==> config.mk <==
export PLATFORM = sky130hd
export DESIGN_NAME = ssc_lerp
export DESIGN_NICKNAME = d
export VERILOG_FILES = /design/src/rtl/segment_segment_closest_points_2d_assert.svh /design/src/rtl/ssc_lerp.sv
export SDC_FILE = /design/constraint.sdc
export NUM_CORES = 1
export LEC_CHECK = 0
export ABC_AREA = 1
export ABC_CLOCK_PERIOD_IN_PS = 7650
export BUFFER_PORTS_ARGS = -buffer_cell sky130_fd_sc_hd__buf_2
export CAP_MARGIN = 40
export CORE_MARGIN = 1.5
export CORE_UTILIZATION = 40
export CTS_BUF_LIST = sky130_fd_sc_hd__clkbuf_4
export CTS_CLUSTER_DIAMETER = 120
export DETAILED_ROUTE_END_ITERATION = 8
export SLEW_MARGIN = 20
export SYNTH_ARGS = -nofsm -noshare
export SYNTH_HDL_FRONTEND = slang
export SYNTH_SLANG_ARGS = --single-unit
export TNS_END_PERCENT = 20
==> constraint.sdc <==
create_clock -name clk -period 7.65 [get_ports clk]
set_input_delay 0.765 -clock clk [delete_from_list [all_inputs] [get_ports clk]]
set_output_delay 0.765 -clock clk [all_outputs]
set_load 0.005 [all_outputs]
==> src/rtl/segment_segment_closest_points_2d_assert.svh <==
// Assertion macros for the segment closest-points block.
`ifndef SEGMENT_SEGMENT_CLOSEST_POINTS_2D_ASSERT_SVH
`define SEGMENT_SEGMENT_CLOSEST_POINTS_2D_ASSERT_SVH
`ifndef SYNTHESIS
`define SSC_ASSERT_IMPL(lbl, pre, post, msg) \
	lbl: assert property (@(posedge clk) disable iff (!arst_n) (pre) |-> (post)) else $error(msg);
`define SSC_ASSERT_NEXT(lbl, pre, post, msg) \
	lbl: assert property (@(posedge clk) disable iff (!arst_n) (pre) |=> (post)) else $error(msg);
`else
`define SSC_ASSERT_IMPL(lbl, pre, post, msg)
`define SSC_ASSERT_NEXT(lbl, pre, post, msg)
`endif
`endif

==> src/rtl/ssc_lerp.sv <==
// Two-stage point former: base + round(dir * s), parameter in unsigned Q1.PF.
`default_nettype none
module ssc_lerp #(
	parameter int CW = 24,
	parameter int PF = 16
) (
	input  wire logic                clk,
	input  wire logic                en,
	input  wire logic signed [CW-1:0] base,
	input  wire logic signed [CW:0]   dir,
	input  wire logic        [PF:0]   s,
	output logic signed      [CW:0]   pt
);
	localparam int DW = CW + 1;
	localparam int LW = DW + PF + 2;
	localparam logic signed [LW-1:0] HALF = LW'(2 ** (PF - 1));

	logic signed [LW-1:0] prod_s1;
	logic signed [CW-1:0] base_s1;
	logic signed [LW-1:0] w;
	logic signed [LW-1:0] sum;
	logic signed [DW-1:0] pt_s2;

	always_ff @(posedge clk) begin
		if (en) begin
			prod_s1 <= LW'(dir) * $signed({1'b0, s});
			base_s1 <= base;
		end
	end

	always_comb begin
		w   = prod_s1 + HALF;
		sum = LW'(base_s1) + (w >>> PF);
	end

	always_ff @(posedge clk) begin
		if (en) begin
			pt_s2 <= sum[DW-1:0];
		end
	end

	assign pt = pt_s2;
endmodule
`default_nettype wire
### Word level (Yosys, flattened, before mapping)

Index checks and enable logic that the tools add are counted.

* multipliers: 1
* add/subtract/negate cells: 2

Operator list (count)
* $add A41 B17 Y41 const B: 1
* $mul A25 B18 Y41: 1
* $add A24 B25 Y25: 1

* input bits: 68
* flip-flop bits (word level): 90
* output and inout port bits: 25
* logic and storage cells: 6

### Logic depth before layout (Yosys ltp)

* depth in word-level cells: 2
* mapped depth: 30
* depth with buffers taken out: 28

### Worst setup path after synthesis

Ideal clock, no wire load.

* kind: input-to-reg
* from: in s[4]
* to: reg prod_s1[40] (data pin)
* setup slack: 1533 ps
* stages on the path: 22
* buffers on the path: 2
* data required time: 7397 ps
* library setup time: 253 ps
* data arrival time: 5864 ps
* cells stage by stage: clkbuf_1 -> clkbuf_1 -> nand2_1 -> fa_1 -> fa_1 -> inv_1 -> fa_1 -> fa_1 -> fa_1 -> inv_1 -> fa_1 -> inv_1 -> ha_1 -> nand2_1 -> nor2_1 -> nand2_1 -> nor2_1 -> nand2_1 -> nor2_1 -> nor2_1 -> nand3_1 -> nand2_1

* longest elaborated chain between the ends: 1

RTL lines
* start, declared: RTL line ssc_lerp.sv:11 `input wire logic [PF:0] s,`
* $mul A25 B18 Y41: RTL line ssc_lerp.sv:26 `prod_s1 <= LW'(dir) * $signed({1'b0, s});`
* end signal, assigned: RTL line ssc_lerp.sv:26
* end, declared: RTL line ssc_lerp.sv:18 `logic signed [LW-1:0] prod_s1;`

No other way between the ends.
A chain may end at the register's enable or synchronous reset.

### Worst setup path in the final report

* from: in s[4]
* to: reg prod_s1[39] (data pin)

Same word-level chain as after synthesis.

==> impl_metrics.tcl <==
set metrics [dict create \
    synthesis.nets 3198 \
    cpMaxStageDelayCell "fa_1" \
    cpLargestDelayFamily "adder cells" \
    routedWlPerCell_um 15.95 \
    fin_crit_ns 6.410 \
    ys_seq_elements 75 \
    antenna_found_initial 0 \
    cp-start-kind "input port" \
    cap_viol_max_count 0 \
    cts_setup_buffers 0 \
    hpwl_mm 43.78 \
    run_status "completed" \
    crit_type "in2reg" \
    numCtsBuffers 9 \
    tns_ns 0 \
    root_buffer "clkbuf_4" \
    port_buffers 92 \
    ios 93 \
    grt_overflow 0 \
    crit_arrival_ns 6.64 \
    initial_core_util 0.4040 \
    seq_area_frac_synth 0.1116 \
    grt_setup_unrepaired "false" \
    viasPerCell 4.767 \
    core.rowCount 82 \
    clock_skew_ns 0.02497 \
    cpPeakStageDelay_ns 0.68 \
    cts.sink_count 75 \
    drv_slew 0 \
    cts_buffer_depth 2 \
    core_sq_um 49970 \
    multi_input_area_sq_um 14570 \
    dr.pass1.iters 5 \
    routabilityCongestion 0.9197 \
    syn_area_sq_um 20190 \
    n_antenna_cell 0 \
    synth.area.top_cells "fa_1 40%, inv_1 15%, nand2_1 13%, edfxtp_1 11%, ha_1 7.5%" \
    synth_cell_types 37 \
    path_max_fanout 25 \
    tritoncts "done" \
    cts_resized 0 \
    drive_gt1_frac 0.05179 \
    worst_ep_required_time_ns 7.88 \
    syn-instance-count 2606 \
    drt_iter0_markers 893 \
    finalHoldViolCount 0 \
    cts_hold_buffers 0 \
    h-tree-depth 3 \
    fill_cells 5086 \
    slew_headroom 0.4805 \
    yosysTopAreaCellShare 0.3997 \
    setup_viol 0 \
    syn2layout_area_growth_pct 5.746 \
    grt_pass1_vias 17150 \
    period_share 0.8379 \
    grt_pass1_wl_mm 87.37 \
    synth_largest_area_cell "fa_1" \
    vias 15720 \
    drc 0 \
    hold_path_class "in2reg" \
    cp_common_cell "fa_1" \
    grt_max_degree 41 \
    syn_area_per_cell_sq_um 7.746 \
    crit_chain "buf_2 > nand2_1 > fa_1 > fa_1 > inv_1 > fa_1 > fa_1 > inv_1 > fa_1 > fa_1 > inv_1 > ha_1 > inv_1 > nor3_1 > nand2_1 > nor2_1 > nand3_1 > nand4_1 > nand2_1" \
    num-nets-final 3213 \
    grt.total_usage 0.2178 \
    max_freq_mhz 156.0 \
    endpoint_kind "register" \
    die_w_um 227.7 \
    ant_nets 0 \
    tightestPinTransition_ns 0.7792 \
    wl_mm 52.62 \
    insertion_delay_ns 0.46 \
    yosys_warnings 0 \
    clk_pin_slew_ns 0.14 \
    path_buf_inv 5 \
    die-area_sq_um 51820 \
    regArea_sq_um 2252 \
    die_y_um 227.7 \
]
==> cells in the mapped netlist (all sizes together) <==
library cell  number
buf                3
o21a               3
nor4               7
a21o               6
o211ai             1
o21bai            14
nor2             112
ha               121
nand2            713
edfxtp            75
and3               2
nand3             59
or2                1
fa               403
clkbuf            95
xnor2             15
nand4             18
a31oi              4
a21oi             62
a211oi             1
nand3b             3
inv              798
xor2              45
a21boi             3
o21ai             24
nor3              17
nor4b              1
==> per-layer routing <==
layer,GRT usage,part of all wire
met1,0.2783,0.43
met2,0.3892,0.50
met3,0.02455,0.050
met4,0.06067,0.026
met5,0,0
==> cells in the final DEF, fill, tap and decap left out, drive strengths merged, types with 24 or more instances in the layout <==
cell type | synthesis | routed
buf | 3 | 102
o21ai | 24 | 24
nor2 | 112 | 112
fa | 403 | 403
a21oi | 62 | 62
nand2 | 713 | 713
xor2 | 45 | 45
ha | 121 | 121
nand3 | 59 | 59
edfxtp | 75 | 75
inv | 798 | 800
==> final cells by class <==
| type | count | share of cell area |
|---|---|---|
| Tap cell | 672 | 0.03939 |
| Timing Repair Buffer | 102 | 0.02567 |
| Clock inverter | 7 | 0.003517 |
| Sequential cell | 75 | 0.1055 |
| Inverter | 798 | 0.1403 |
| Clock buffer | 9 | 0.003165 |
| Multi-Input combinational cell | 1635 | 0.6824 |
==> through the flow <==
stage                     worst slack, ns  hold WS (ns)  std cells  area, sq um  utilization
after floorplan                     1.533        0.5256       2606        20190            -
after global placement             0.7496        0.5500       3281        21180       0.4240
after detailed placement           0.7600        0.5579       3282        21200       0.4244
after CTS                           1.263        0.4399       3298        21350       0.4272
after global routing               0.9731        0.4378       3298        21350       0.4272
final                               1.240        0.4757       3298        21350       0.4272
==> worst paths after layout <==
path | end | slack [ns] | from | cells after the start
worst min register to register | pt[0]$_DFFE_PP_ | 0.59 | base_s1[0]$_DFFE_PP_ | 1
worst max register to register | pt[20]$_DFFE_PP_ | 4.45 | prod_s1[15]$_DFFE_PP_ | 16
worst min-delay path | base_s1[5]$_DFFE_PP_ | 0.48 | base[5] | 1
worst max-delay path | prod_s1[39]$_DFFE_PP_ | 1.24 | s[4] | 19
==> logic make-up (layout without fill, tap and decap cells) <==
family          count (synthesis)  count (layout)  share of synthesized area
fa+ha+maj                     524             524                     0.4746
simple gates                  933             933                     0.1876
compound gates                118             118                    0.03341
flops                          75              75                     0.1116
buf+inv                       896             916                     0.1668
xor+xnor                       60              60                    0.02603
==> flip-flops by register name, indices dropped and copies added (netlist names) <==
| signal | flops |
|---|---|
| prod_s1 | 26 |
| base_s1 | 24 |
| pt | 25 |
Power is not shown: default switching activity piles up to over one toggle a cycle in this logic, so the estimate is an artifact.
