[src/rtl/segment_segment_closest_points_2d_assert.svh]
// Assertion macros for the segment closest-points block.
`ifndef SEGMENT_SEGMENT_CLOSEST_POINTS_2D_ASSERT_SVH
`define SEGMENT_SEGMENT_CLOSEST_POINTS_2D_ASSERT_SVH
`ifndef SYNTHESIS
`define SSC_ASSERT_IMPL(lbl, pre, post, msg) \
	lbl: assert property (@(posedge clk) disable iff (!arst_n) (pre) |-> (post)) else $error(msg);
`define SSC_ASSERT_NEXT(lbl, pre, post, msg) \
	lbl: assert property (@(posedge clk) disable iff (!arst_n) (pre) |=> (post)) else $error(msg);
`else
`define SSC_ASSERT_IMPL(lbl, pre, post, msg)
`define SSC_ASSERT_NEXT(lbl, pre, post, msg)
`endif
`endif

[src/rtl/ssc_div.sv]
// Pipelined clamped divider: num/den limited to 0..1, one quotient bit per stage.
`default_nettype none
module ssc_div #(
	parameter int W  = 51,
	parameter int PF = 16
) (
	input  wire logic                clk,
	input  wire logic                en,
	input  wire logic signed [W-1:0] num,
	input  wire logic signed [W-1:0] den,
	output logic             [PF:0]  quo
);
	localparam logic [PF:0] ONE = {1'b1, {PF{1'b0}}};

	logic signed [W:0] nn_s1;
	logic signed [W:0] dd_s1;
	logic              dz_s1;

	logic [W-1:0] rem_s [PF+2];
	logic [W-1:0] d_s   [PF+2];
	logic [PF:0]  q_s   [PF+2];
	logic         zr_s  [PF+2];
	logic         one_s [PF+2];

	logic [W:0]   r2 [PF+1];
	logic         ge [PF+1];
	logic [W-1:0] rn [PF+1];
	logic [PF+1:0] qr;
	logic [PF:0]  quo_q;

	// normalize the divisor to be positive
	always_ff @(posedge clk) begin
		if (en) begin
			if (den[W-1]) begin
				nn_s1 <= -((W+1)'(num));
				dd_s1 <= -((W+1)'(den));
			end else begin
				nn_s1 <= (W+1)'(num);
				dd_s1 <= (W+1)'(den);
			end
			dz_s1 <= (den == '0);
		end
	end

	always_comb begin
		for (int i = 0; i <= PF; i++) begin
			r2[i] = {rem_s[i], 1'b0};
			ge[i] = (r2[i] >= {1'b0, d_s[i]});
			rn[i] = ge[i] ? W'(r2[i] - {1'b0, d_s[i]}) : r2[i][W-1:0];
		end
	end

	assign qr = {1'b0, q_s[PF+1]} + (PF+2)'(1);

	always_ff @(posedge clk) begin
		if (en) begin
			zr_s[0]  <= dz_s1 || (nn_s1 <= 0);
			one_s[0] <= (nn_s1 >= dd_s1);
			rem_s[0] <= nn_s1[W-1:0];
			d_s[0]   <= dd_s1[W-1:0];
			q_s[0]   <= '0;
			for (int i = 0; i <= PF; i++) begin
				rem_s[i+1] <= rn[i];
				d_s[i+1]   <= d_s[i];
				q_s[i+1]   <= {q_s[i][PF-1:0], ge[i]};
				zr_s[i+1]  <= zr_s[i];
				one_s[i+1] <= one_s[i];
			end
			// one extra bit, then round half up
			if (zr_s[PF+1]) begin
				quo_q <= '0;
			end else if (one_s[PF+1]) begin
				quo_q <= ONE;
			end else begin
				quo_q <= qr[PF+1:1];
			end
		end
	end

	assign quo = quo_q;
endmodule
`default_nettype wire

[config.mk]
export PLATFORM = sky130hd
export DESIGN_NAME = ssc_div
export DESIGN_NICKNAME = d
export VERILOG_FILES = /design/src/rtl/segment_segment_closest_points_2d_assert.svh /design/src/rtl/ssc_div.sv
export SDC_FILE = /design/constraint.sdc
export NUM_CORES = 2
export LEC_CHECK = 0
export BUFFER_PORTS_ARGS = -buffer_cell sky130_fd_sc_hd__buf_2
export CAP_MARGIN = 40
export CORE_ASPECT_RATIO = 1.4
export CORE_MARGIN = 1.5
export CORE_UTILIZATION = 55
export CTS_BUF_LIST = sky130_fd_sc_hd__clkbuf_4
export CTS_CLUSTER_DIAMETER = 120
export CTS_CLUSTER_SIZE = 10
export DETAILED_ROUTE_END_ITERATION = 16
export GPL_ROUTABILITY_DRIVEN = 0
export GPL_TIMING_DRIVEN = 0
export PLACE_DENSITY = 0.81
export SLEW_MARGIN = 10
export SYNTH_ARGS = -nofsm -noshare
export SYNTH_HDL_FRONTEND = slang
export SYNTH_SLANG_ARGS = --single-unit
[constraint.sdc]
create_clock -name clk -period 5.15 [get_ports clk]
set_clock_uncertainty 0.15 [all_clocks]
set_input_delay 0.515 -clock clk [delete_from_list [all_inputs] [get_ports clk]]
set_output_delay 0.515 -clock clk [all_outputs]
set_load 0.1 [all_outputs]
# [After elaboration in Yosys (flattened, before gate mapping)]
# Memories as Yosys holds them, arrays and structs flattened.
# Cells that the tools add are included.
[word_totals] out_inout_bits=17 elab_cells=75 in_bits=104 n_memories=5 ram_bits=2178 reg_bits=122
[mem_list] name="d_s" words=18 width=51 rd=17 rd_ports_with_merged_regs=0 write_ports=18 line="ssc_div.sv:20" text="logic [W-1:0] d_s [PF+2];"
[mem_list] name="rem_s" words=18 width=51 rd=17 rd_ports_with_merged_regs=0 write_ports=18 line="ssc_div.sv:19" text="logic [W-1:0] rem_s [PF+2];"
[mem_list] name="q_s" words=18 width=17 rd=18 rd_ports_with_merged_regs=0 write_ports=18 line="ssc_div.sv:21" text="logic [PF:0] q_s [PF+2];"
[mem_list] name="one_s" words=18 width=1 rd=18 rd_ports_with_merged_regs=0 write_ports=18 line="ssc_div.sv:23" text="logic one_s [PF+2];"
[mem_list] name="zr_s" words=18 width=1 rd=18 rd_ports_with_merged_regs=0 write_ports=18 line="ssc_div.sv:22" text="logic zr_s [PF+2];"
[classes] add_sub_neg=20 n_lt_le_gt_ge=19 muxes=22 n_reduce_logical=3
[op_table] op="greater-or-equal comparator 52 x 51 -> 1 bit" count=17
[op_table] op="2-to-1 mux 51 bit" count=17
[op_table] op="subtractor 51 bit" count=17
[op_table] op="negator 51 -> 52 bit" count=2
[op_table] op="greater-or-equal comparator 52 bit" count=1
[op_table] op="<= comparator 52 x 1 -> 1 bit (second input constant)" count=1
[op_table] op="2-to-1 mux 52 bit" count=1
[op_table] op="zero test 51 bit" count=1
[op_table] op="2-to-1 mux 50 bit" count=1
[op_table] op="adder 17 x 1 -> 18 bit (second input constant)" count=1
[op_table] op="2-to-1 mux 17 bit" count=1
[op_table] op="2-to-1 mux 1 bit" count=2
[op_table] op="OR reduction 2 bit" count=1
[op_table] op="logical OR 1 bit" count=1

# [Depth between registers and ports, before layout]
# An unclocked memory read counts as a cell.
[depth] depth_word=3 ltp_mapped=17 depth_no_buf=14

# [Least setup slack after synthesis]
# OpenSTA, ideal clock, no wires.
[synth_path] path_kind="reg-to-reg" start="mem rem_s[13][0]" end="mem rem_s[14][42], data pin" path_stages_with_launch=14 setup_slack_ns=0.585 arrival_time_ns=4.156 t_required_ns=4.740 n_path_buf=1 setup_time_ns=0.260 synth_period_minus_slack_ns=4.565 path_cell_list="edfxtp_1 fa_1 a21o_1 a21oi_1 o21ai_0 a21oi_1 o221ai_1 a2111oi_0 o21a_1 o221ai_1 a21o_1 a21oi_1 clkbuf_1 mux2_2"
[synth_lines] item="from (decl)" line="ssc_div.sv:19"

==> out/summary.md <==
The relative area change from synthesis to final layout was 9.33%. The number of non-filler instances in the completed layout came out at 15400. Commonest register cell after synthesis: sky130_fd_sc_hd__edfxtp_1.

Dividing the detail-routed wire length by the instance count gives 22.5 µm. The signal on the critical path passes through inv_1, ha_4, nand4_1, nor3_2, buf_2, nand4_1, or4_1, o41ai_2, a21oi_1, nor2b_1, o21ai_0, o211ai_1, clkbuf_1, buf_6, clkbuf_1, buf_6, a21oi_1. Once placement finished, the instance area stood at 128000 µm². The width of the die came out at 403 µm. The startpoint identified for the worst hold timing path is en. The tree is rooted in a sky130_fd_sc_hd__clkbuf_4. The commonest cells after synthesis are 2045 x sky130_fd_sc_hd__edfxtp_1, 1130 x sky130_fd_sc_hd__a21oi_1, 1129 x sky130_fd_sc_hd__inv_1.

The total count of hold-check failures in the final report is 0. The logs give 192 MHz for the achievable frequency and 0 for the number of warnings printed during yosys synthesis. The routed layout has 96811 vias.

Global routing finished with a remaining overflow of 0. The number of clock buffers added by TritonCTS is 230. The biggest area contributor in the post-synthesis netlist is sky130_fd_sc_hd__edfxtp_1. The tools report the tightest slew margin relative to the limit as 27.4%. The worst register-to-register path begins at d_s[8][27]. For the top-level I/O count, the log shows 121. After clock tree synthesis, the clock-pin slew on the worst setup and hold paths is 0.11 ns. Data on the critical path is required at its endpoint by 6.01 ns. For this run, design rule violations remaining after detail routing come to 0. The run gives 524000 µm as the global-route wire length before repair. Of all flip-flops after synthesis, the portion carrying an async set or reset was 0%.

For the number of antenna violations at the first check in global routing, the log shows 26. Setup violations remaining at the end of the flow were counted as 7. The initial utilization of the core area, before any placement, comes to 55.3%. Counting distinct cell types in the post-synthesis netlist gives 80. The checks that failed: setup timing.

The tree built by TritonCTS fans out to 2045 sinks. After synthesis, flip-flops and latches occupy 50.0% of the total area. Once placement completed, the tool counted placed cells totaling 14798. The port buffer count came out at 120.

The clock passes through at most 4 buffers. TritonCTS built the clock tree. The cell area after layout is 134000 µm², and the ratio of routed vias to standard cells is 6.29.

Max-cap violations in this run came to 0. The latest clock arrival within the worst-skew pair was 1.44 ns. In this run the static leakage power is 54.5 nW. Averaged over all synthesized cells, the footprint is 10.5 µm². In the post-synthesis netlist, the biggest area contributors are sky130_fd_sc_hd__edfxtp_1 50%, sky130_fd_sc_hd__ha_1 9.4%, sky130_fd_sc_hd__a21oi_1 4.6%. Dividing total power by cell area gives a power density of 590 nW/µm². Of the available clock period, the critical path in the final layout requires 101%. Of the cells placed in the final design, the portion with a size suffix greater than 1 is 7.81%.

The total wire length was 346000 µm. The net count after synthesis is 12723, and the level count of the clock H-tree is 4. Among all stages on the critical path, the largest delay is contributed by sky130_fd_sc_hd__edfxtp_1.

The largest stage delay on the critical path works out to 0.62 ns. The run finished, with violations left. The logs give 226000 µm² for the floorplan die area and 60.4% for the fraction of the core area covered by cells at the end of the flow. Summed over its instances, the top area cell type makes up 50.0% of the synthesized netlist area.

For this block, the initial DRC count from the detailed router was 9940. The slack of the critical path is -0.0634 ns, and the pin count of the biggest net entering global routing is 174. Synthesis produced a netlist whose cell count is 11682. The final-report max-slew violation count came out at 0.

Of all nets on the critical path, the largest fanout is 9. The register bit count reported by yosys works out to 2045. In this run the worst hold path is classified as in -> reg. In the global route stage, overall resource usage came out at 29.8%.

Type of the setup path with the least slack: reg -> reg. The logs give 0.0453 ns for the worst hold margin and 13513 for the layout net count. The half-perimeter wire length after placement is 250000 µm, and the number of enable flip-flop cells after synthesis is 2045. The post-synth design cell area came out at 123000 µm².

The most used standard cell by instance count after synthesis was sky130_fd_sc_hd__edfxtp_1. In this run the worst setup path begins at d_s[8][27]. The first detailed-routing pass took 9 iterations.

The post-layout minimum cycle time works out to 5.21 ns. Actual transition at the worst max-transition pin: 1.08 ns. After floorplanning, the core was divided into 205 placement rows. The critical path endpoint category is a flip-flop.

Data on the critical path arrives at its endpoint at 6.08 ns. For the remaining antenna violation count, the log shows 0. Measured along the y axis, the die boundary spans 562 µm. The launching element type of the critical path was a flip-flop. After floorplanning, the core was sized to cover 222000 µm². OpenSTA, run right after detailed placement, puts the worst setup slack at -1.67 ns. The via count of the first global-routing pass came out at 97461. Across the VDD grid, the largest voltage drop is 373 µV.
==> layout by cell type, fill, tap and decap left out, types with 142 or more instances in the layout <==
master	synthesis	routed
sky130_fd_sc_hd__a21o_1	498	498
sky130_fd_sc_hd__a21oi_1	1130	1117
sky130_fd_sc_hd__buf_2	4	142
sky130_fd_sc_hd__clkbuf_1	377	341
sky130_fd_sc_hd__clkbuf_4	0	235
sky130_fd_sc_hd__dlygate4sd3_1	0	301
sky130_fd_sc_hd__edfxtp_1	2045	2045
sky130_fd_sc_hd__ha_1	921	920
sky130_fd_sc_hd__inv_1	1129	1129
sky130_fd_sc_hd__mux2_2	294	294
sky130_fd_sc_hd__nand2_1	947	946
sky130_fd_sc_hd__nand3_1	186	186
sky130_fd_sc_hd__nand4_1	222	222
sky130_fd_sc_hd__nor2_1	650	649
sky130_fd_sc_hd__o21ai_0	840	815
sky130_fd_sc_hd__o21bai_1	158	158
sky130_fd_sc_hd__xnor2_1	526	526
sky130_fd_sc_hd__xor2_1	326	326
==> cell families after synthesis <==
logic type / synth area share, %
and+or+nand+nor: 10.3
buffers and inverters: 4.70
adders and majority gates: 9.64
AOI/OAI and AO/OA: 16.5
DFF: 50.0
muxes: 2.75
other: 0.00305
xor gates and xnor gates: 6.07
==> routing by layer <==
metal	vias to the layer above	track usage, %	wire (µm)
met5	-	0	127
met4	20	33.7	48000
met3	2161	5.75	23100
met2	5679	55.2	176000
met1	44833	24.8	99300
li1	44118	-	-
==> cell type report <==
class,instances,area [µm²]
sequential,2045,61400
antenna,24,60.1
inverter,1129,4240
clock buffer,232,1740
timing repair buffer,571,5550
clock inverter,6,113
buffer,394,1530
multi-input combinational,8101,56100
tap,2898,3630
fill,16338,88000
==> worst max-delay path, delay by kind of cell, from the launching register on <==
family	cells	cell delay (ns)
AND/OR/NAND/NOR	5	1.78
buffers and inverters	6	1.10
AO/OA/AOI/OAI	5	0.80
flip-flops	1	0.62
adder cells (fa/ha/maj)	1	0.41
==> flip-flops by register name, indices dropped and copies added (netlist names) <==
register  flops
nn_s1        52
quo          17
zr_s         18
dd_s1        52
d_s         867
q_s         153
one_s        18
rem_s       867
dz_s1         1
==> timing repair <==
action,4_1_cts,5_1_grt
setup buffers,15,18
gates resized for setup,58,74
hold buffers,307,0
setup endpoints to repair,798,546
gates cloned,3,0
hold endpoints to repair,329,0
pin swaps,12,15
==> power by group <==
| part | switching [mW] | leakage, nW | internal (mW) |
|---|---|---|---|
| logic | 26.9 | 33.4 | 17.7 |
| registers | 2.54 | 20.0 | 24.7 |
| clock network | 5.21 | 1.11 | 2.21 |
| total | 34.7 | 54.5 | 44.6 |
==> worst paths after layout <==
kind / slack, ns / cells after the start / to
max: -0.06 / 17 / rem_s[9][4]
min: 0.05 / 6 / d_s[2][35]
max reg2reg: -0.06 / 17 / rem_s[9][4]
min reg2reg: 0.16 / 0 / d_s[4][4]
==> through the flow <==
step	power, mW	TNS [ns]
finish	79.3	-0.147
global route	83.6	-0.265
CTS	76.9	0
detailed placement	69.0	-813.86
global placement	67.5	-
floorplan	56.7	0
No activity file was read; power rests on OpenSTA's default activity.
